--- config.mk ---
export PLATFORM = sky130hd
export DESIGN_NAME = fixed_huffman_literal_packer
export DESIGN_NICKNAME = d
export VERILOG_FILES = /design/src/fhlp_pkg.sv /design/src/fixed_huffman_literal_packer.sv /design/src/fhlp_code.sv /design/src/fhlp_pack.sv
export SDC_FILE = /design/constraint.sdc
export NUM_CORES = 1
export LEC_CHECK = 0
export BUFFER_PORTS_ARGS = -buffer_cell sky130_fd_sc_hd__buf_2
export CAP_MARGIN = 20
export CORE_MARGIN = 10
export CORE_UTILIZATION = 40
export DETAILED_ROUTE_END_ITERATION = 6
export GPL_TIMING_DRIVEN = 1
export PLACE_DENSITY = 0.62
export RECOVER_POWER = 50
export REMOVE_ABC_BUFFERS = 1
export SYNTH_ARGS = -nofsm -noshare
export SYNTH_HDL_FRONTEND = slang
export SYNTH_HIERARCHICAL = 1
export SYNTH_SLANG_ARGS = --single-unit
--- constraint.sdc ---
create_clock -name clk -period 13.41 [get_ports clk]
set_input_delay 2.682 -clock clk [delete_from_list [all_inputs] [get_ports clk]]
set_output_delay 2.682 -clock clk [all_outputs]
set_load 0.05 [all_outputs]
--- src/fhlp_pkg.sv ---
// Shared types and constants for the fixed-Huffman literal packer.
package fhlp_pkg;

  localparam int unsigned WORD_BITS = 32;
  localparam int unsigned FILL_BITS = 5;
  localparam int unsigned CODE_BITS = 9;
  localparam int unsigned LEN_BITS  = 4;
  localparam logic [7:0]  LIT_SPLIT = 8'd144;

  typedef enum logic [1:0] {
    KIND_HEADER  = 2'd0,
    KIND_LITERAL = 2'd1,
    KIND_END     = 2'd2,
    KIND_FLUSH   = 2'd3
  } kind_t;

  // Bits to append (LSB first), how many, and whether this item is a flush.
  typedef struct packed {
    logic [CODE_BITS-1:0] bits;
    logic [LEN_BITS-1:0]  len;
    logic                 flush;
  } code_t;

endpackage

--- src/fixed_huffman_literal_packer.sv ---
// An accepted item is held in the input register; its code is then merged into the accumulator or word register.
// Throughput: one item per cycle unless the word register stalls; the input register and the
// word register form a two-stage pipeline and the accumulator update is a single shift and OR.
// A stalled word register holds back the input register, so item_ready drops only then.
// Reset (rst, synchronous) empties both stages and clears the accumulator and fill count.
module fixed_huffman_literal_packer (
  input  logic        clk,
  input  logic        rst,
  input  logic        item_valid,
  output logic        item_ready,
  input  logic [1:0]  kind,
  input  logic [7:0]  data_byte,
  input  logic        final_block,
  output logic        word_valid,
  input  logic        word_ready,
  output logic [31:0] out_word,
  output logic [2:0]  byte_count,
  output logic        stream_end
);

  logic            stage_valid;
  logic [1:0]      stage_kind;
  logic [7:0]      stage_byte;
  logic            stage_final;
  logic            advance;
  fhlp_pkg::code_t code;

  assign item_ready = !stage_valid || advance;

  always_ff @(posedge clk) begin
    if (rst) begin
      stage_valid <= 1'b0;
    end else if (item_valid && item_ready) begin
      stage_valid <= 1'b1;
      stage_kind  <= kind;
      stage_byte  <= data_byte;
      stage_final <= final_block;
    end else if (advance) begin
      stage_valid <= 1'b0;
    end
  end

  fhlp_code u_code (
    .kind        (stage_kind),
    .data_byte   (stage_byte),
    .final_block (stage_final),
    .code        (code)
  );

  fhlp_pack u_pack (
    .clk        (clk),
    .rst        (rst),
    .code_valid (stage_valid),
    .code       (code),
    .advance    (advance),
    .word_valid (word_valid),
    .word_ready (word_ready),
    .out_word   (out_word),
    .byte_count (byte_count),
    .stream_end (stream_end)
  );

endmodule

--- src/fhlp_code.sv ---
// Maps one item to the bit string it appends to the deflate stream.
module fhlp_code (
  input  logic [1:0]      kind,
  input  logic [7:0]      data_byte,
  input  logic            final_block,
  output fhlp_pkg::code_t code
);

  logic [8:0] huff;
  logic [8:0] huff_rev8;
  logic [8:0] huff_rev9;

  // Fixed literal code: 0x30+v for the low range, 0x100+v above the split.
  always_comb begin
    if (data_byte < fhlp_pkg::LIT_SPLIT) begin
      huff = {1'b0, 8'h30 + data_byte};
    end else begin
      huff = {1'b1, data_byte};
    end
    huff_rev8 = '0;
    huff_rev9 = '0;
    for (int i = 0; i < 8; i++) begin
      huff_rev8[i] = huff[7-i];
    end
    for (int i = 0; i < 9; i++) begin
      huff_rev9[i] = huff[8-i];
    end
  end

  always_comb begin
    code = '0;
    case (fhlp_pkg::kind_t'(kind))
      fhlp_pkg::KIND_HEADER: begin
        // BFINAL then BTYPE=01, LSB first
        code.bits = {6'd0, 1'b0, 1'b1, final_block};
        code.len  = 4'd3;
      end
      fhlp_pkg::KIND_LITERAL: begin
        if (data_byte < fhlp_pkg::LIT_SPLIT) begin
          code.bits = huff_rev8;
          code.len  = 4'd8;
        end else begin
          code.bits = huff_rev9;
          code.len  = 4'd9;
        end
      end
      fhlp_pkg::KIND_END: begin
        code.bits = '0;
        code.len  = 4'd7;
      end
      fhlp_pkg::KIND_FLUSH: begin
        code.flush = 1'b1;
      end
      default: begin
        code = '0;
      end
    endcase
  end

endmodule

--- src/fhlp_pack.sv ---
// Bit accumulator and output word register.
module fhlp_pack (
  input  logic            clk,
  input  logic            rst,
  input  logic            code_valid,
  input  fhlp_pkg::code_t code,
  output logic            advance,
  output logic            word_valid,
  input  logic            word_ready,
  output logic [31:0]     out_word,
  output logic [2:0]      byte_count,
  output logic            stream_end
);

  logic [31:0] acc;
  logic [4:0]  fill;
  logic [39:0] merged;
  logic [5:0]  fill_sum;
  logic [2:0]  flush_count;

  assign advance = !word_valid || word_ready;

  always_comb begin
    merged      = {8'd0, acc} | (40'(code.bits) << fill);
    fill_sum    = {1'b0, fill} + {2'd0, code.len};
    flush_count = 3'(({1'b0, fill} + 6'd7) >> 3);
  end

  always_ff @(posedge clk) begin
    if (rst) begin
      acc        <= '0;
      fill       <= '0;
      word_valid <= 1'b0;
    end else if (code_valid && advance) begin
      if (code.flush) begin
        word_valid <= (fill != '0);
        out_word   <= acc;
        byte_count <= flush_count;
        stream_end <= 1'b1;
        acc        <= '0;
        fill       <= '0;
      end else if (fill_sum >= 6'(fhlp_pkg::WORD_BITS)) begin
        word_valid <= 1'b1;
        out_word   <= merged[31:0];
        byte_count <= 3'd4;
        stream_end <= 1'b0;
        acc        <= {24'd0, merged[39:32]};
        fill       <= 5'(fill_sum - 6'(fhlp_pkg::WORD_BITS));
      end else begin
        word_valid <= 1'b0;
        acc        <= merged[31:0];
        fill       <= fill_sum[4:0];
      end
    end else if (word_ready) begin
      word_valid <= 1'b0;
    end
  end

endmodule

# --- Word-level counts from Yosys, hierarchy flattened ---
# Cells that the tools add are included.
op_classes:
  n_lt_le_gt_ge: 2
  shifts: 1
  bitwise: 2
  n_eq_ne: 3
  addsub: 4
  mux: 19
  reduce_logical: 13
ops:
  columns: ["op", "n"]
  rows:
  - ["32-bit 2-to-1 mux", 4]
  - ["32-bit by 40-bit bitwise OR with 40-bit output", 1]
  - ["9-bit by 5-bit left shift with 40-bit output", 1]
  - ["13-bit one-hot mux with 3 select lines", 1]
  - ["13-bit 2-to-1 mux", 1]
  - ["5-bit 2-to-1 mux", 2]
  - ["9-bit 2-to-1 mux", 1]
  - ["6-bit by 8-bit adder with 8-bit output, first input constant", 1]
  - ["8-bit less-than comparator, second input constant", 1]
  - ["1-bit 2-to-1 mux", 8]
  - ["5-bit by 3-bit adder with 6-bit output, second input constant", 1]
  - ["5-bit by 4-bit adder with 6-bit output", 1]
  - ["6-bit >= comparator, second input constant", 1]
  - ["3-bit 2-to-1 mux", 2]
  - ["2-bit nonzero test", 3]
  - ["5-bit nonzero test", 1]
  - ["5-bit by 1-bit subtractor with 5-bit output, second input constant", 1]
  - ["2-bit == test, second input constant", 2]
  - ["3-bit AND reduction", 1]
  - ["2-bit by 1-bit == test with 1-bit output, second input constant", 1]
  - ["1-bit logical AND", 2]
  - ["1-bit zero test", 2]
  - ["2-bit zero test", 1]
  - ["1-bit logical OR", 2]
  - ["2 further kinds", 2]
totals:
  in_bits: 15
  ff_bits: 86

# --- Logic depth before layout (Yosys ltp) ---
depth:
  ltp_word: 9
  ltp_mapped: 12
  mapped_depth_nobuf: 12

# --- Modules after synthesis ---
# Netlist, hierarchy kept.
by_module_without_submodules:
  columns: ["module", "seq_area_each_um2", "cells_per_inst", "instances", "area_per_inst_um2"]
  rows:
  - ["fhlp_pack", 1841.8, 400, 1, 4083.9]
  - ["fixed_huffman_literal_packer", 350.3, 16, 1, 385.4]
  - ["fhlp_code", 0.0, 33, 1, 230.2]

# --- Least setup slack after synthesis ---
# Ideal clock, no wire load.
synth_path:
  path_kind: "input to register"
  start: "in word_ready"
  end: "reg u_pack.byte_count[0], enable pin"
  path_buffers: 2
  path_slack_ns: 7.178
  t_required_ns: 12.936
  t_arrival_ns: 5.758
  setup_ns: 0.474
  path_stages: 6
  path_cell_list: "nor2b_1 inv_1 nand2_1 clkbuf_1 buf_2 nor3_1"
synth_via:
  elab_chain_cells: 3
synth_lines:
  columns: ["item", "line", "text"]
  rows:
  - ["from (decl)", "fixed_huffman_literal_packer.sv:15", "input logic word_ready,"]
  - ["1-bit logical OR", "fhlp_pack.sv:21", "assign advance = !word_valid || word_ready;"]
  - ["net advance", "fixed_huffman_literal_packer.sv:25", "logic advance;"]
  - ["1-bit logical AND", "fhlp_pack.sv:34", "end else if (code_valid && advance) begin"]
  - ["3-bit AND reduction (no line)", null, null]
  - ["to (signal assigned)", "fhlp_pack.sv:38", "byte_count <= flush_count;"]
  - ["to (decl)", "fhlp_pack.sv:11", "output logic [2:0] byte_count,"]
# The timed path passes the listed nets, and every way through them passes these cells.
# A chain may end at the register's enable or synchronous reset.

# --- Worst setup path after layout ---
layout_path:
  start: "in word_ready"
  end: "out item_ready"
layout_via:
  elab_chain_cells: 2
layout_lines:
  columns: ["item", "line", "text"]
  rows:
  - ["1-bit logical OR", "fhlp_pack.sv:21", null]
  - ["net advance", "fixed_huffman_literal_packer.sv:25", null]
  - ["1-bit logical OR", "fixed_huffman_literal_packer.sv:28", "assign item_ready = !stage_valid || advance;"]
  - ["to (decl)", "fixed_huffman_literal_packer.sv:10", "output logic item_ready,"]
# The timed path passes the listed nets, and every way through them passes these cells.

==> flow_summary.yaml <==
worst_setup_path:
  crit_chain: "buf_2 -> nor2b_1 -> inv_1 -> nand2b_1 -> buf_2"
  worst_ep_required_time_ns: 10.73
  path_max_fanout: 6
  crit_path_start_kind: "input pin"
  crit_type: "input pin to output port"
  cp_slowest_cell: "nor2b_1"
  worstPathArrival_ns: 3.56
  max_stage_delay_ns: 0.22
  worst_setup_path_end_kind: "output port"
  critical_path.most_common_cell: "buf_2"
sta:
  timing.slew.headroom_pct: -18.4
  worst_clock_skew_ns: 0.00770
  fin_tns_setup_ns: 0
  tightest_slew_ns: 1.78
  drv_slew: 44
  whs_ns: 0.455
  rsz0062_at_grt: "false"
  hold_violations: 0
  fmax_mhz: 160
  min_period_ns: 6.24
  fin_crit_sh_pct: 46.5
  setup_viol: 0
synthesis:
  ys.flop_type: "edfxtp_1"
  ys_warn_count: 6
  syn_inst: 449
  synth_top_area_cell: "edfxtp_1"
  synthTopCellsByArea: "edfxtp_1 (30%), dfxtp_1 (17%), a21oi_1 (3.3%)"
  synthTopCellsByCount: "edfxtp_1 (47), dfxtp_1 (39), a21oi_1 (31)"
  yosys.area.top_type_share_pct: 30.0
  synth_cell_types: 74
  synth_edf_count: 47
  yosysMostFrequentCell: "edfxtp_1"
  syn-cell-area_sq_um: 4700
  synth_seq_area_share_pct: 46.6
  ys_ff_latch: 86
  avgSynthCellArea_sq_um: 10.5
  async_reset_ff_share_pct: 0
layout:
  multi_input_area_sq_um: 2240
  antenna_cells: 0
  fill_cells: 1079
  register_area_sq_um: 2190
  layout-drive-gt1-share_pct: 12.9
  syn2layout_area_growth_pct: 11.4
  final_nets: 513
detailed_routing:
  viasPerCell: 6.15
  vias: 3937
  drt-initial-drc-count: 352
  totalWireLength_um: 13000
  first_pass_iters: 5
  wl_per_cell_um: 20.3
  drcViolationCount: 0
  drtAntennaViolNets: 0
placement:
  place_hpwl_um: 8940
  place.gp.congestion: 0.926
  place.port_buffers: 52
die:
  num_rows: 39
  start_util_pct: 41.0
  die_x_um: 128
  core_sq_um: 11500
  die_h_um: 128
  io_pins: 53
  dieArea_sq_um: 16500
cts:
  clock-sinks: 86
  cts_setup_buffers: 0
  cts.path.max_buffers: 2
  cts_buffers: 9
  cts_resized: 0
  cts_hold_buffers: 0
  clock-root-buffer: "clkbuf_16"
  worst_skew_pair.late_latency_ns: 0.35
  htreeDepth: 3
  clkTransAtPathRegs_ns: 0.06
  tritoncts: "yes"
job:
  cap_violations: 1
pwr:
  power_uw: 575
  ir_worst_vdd_mv: 0.0735
  p_leak_uw: 0.00180
  power.density_nw_per_um2: 110
grt:
  grt_max_degree: 44
  grt_pass1_vias: 3833
  grt_remaining_overflow: 0
  antenna_found_initial: 0
  grt_pass1_wl_um: 20600
  grt_use_total_pct: 15.8
run_status:
  status: "finished, violations left"
  violations: "max-capacitance violations, max-slew violations"
hold_path:
  hp-class: "register to register"
[layout by cell type, fill, tap and decap left out, drive strengths merged, types with 13 or more instances in the layout]
cell	synthesis	final
a21oi	31	31
buf	16	23
clkbuf	12	49
dfxtp	39	39
edfxtp	47	47
inv	22	22
mux2i	13	13
nand2	23	23
nand3	14	14
nor2	22	22
o21ai	19	19
[per-layer routing]
| layer | wire [um] | share of wire (%) | GRT usage (%) |
|---|---|---|---|
| met5 | 0 | 0 | 0 |
| met1 | 5370 | 41 | 19.9 |
| met2 | 6160 | 48 | 25.0 |
| met4 | 430 | 3.3 | 7.22 |
| met3 | 1000 | 7.7 | 4.07 |
[path summary, 6_finish.rpt]
check                      start        endpoint  slack (ns)  cells after the start
setup reg to reg   stage_byte[4]  u_pack/acc[28]       10.02                      9
hold / removal    u_pack/acc[25]  u_pack/acc[25]        0.45                      2
hold reg to reg   u_pack/acc[25]  u_pack/acc[25]        0.45                      2
setup / recovery      word_ready      item_ready        7.17                      5
[worst max-delay path, delay by kind of cell]
kind                   cells  cell delay [ns]
AND/OR/NAND/NOR            2             0.41
buffers and inverters      3             0.45
[flip-flops by register name, summed over array words and instances (netlist names)]
register and flops:
stage_byte 8, stage_final 1, stage_kind 2, stage_valid 1
u_pack/acc 32, u_pack/byte_count 3, u_pack/fill 5, u_pack/out_word 32
u_pack/stream_end 1, u_pack/word_valid 1
[through the flow]
stage	std cells	area [sq um]	util, %	worst slack [ns]
after global routing	640	5240	45.7	7.06
final	640	5240	45.7	7.17
after global placement	622	5030	43.9	7.24
after detailed placement	622	5030	43.9	7.20
after CTS	638	5300	46.3	7.20
after floorplan	421	4550	-	7.25
[area by class of cell]
type | count | share of cell area [%]
inverter | 23 | 1.74
clock inverter | 4 | 0.430
tap | 143 | 3.42
timing repair buffer | 60 | 5.14
sequential | 86 | 41.9
multi-input combinational | 312 | 42.7
clock buffer | 12 | 4.71
[power by group]
group | total (uW) | leakage (uW) | switching [uW] | internal [uW]
clock network | 229 | 0.000134 | 98.9 | 130
logic | 62.0 | 0.000909 | 42.0 | 20.0
registers | 284 | 0.000761 | 2.59 | 282
total | 575 | 0.00180 | 143 | 431
[kinds of logic (layout without fill, tap and decap cells)]
group	count (synthesis)	count (layout)	share of synthesized area, %
compound gates	149	149	23.1
xor+xnor	3	3	0.559
fa+ha+maj	6	6	1.76
buf+inv	51	99	5.22
flops	86	86	46.6
mux	23	23	6.87
simple gates	131	131	15.8
Power figures use the tool's default switching activity.
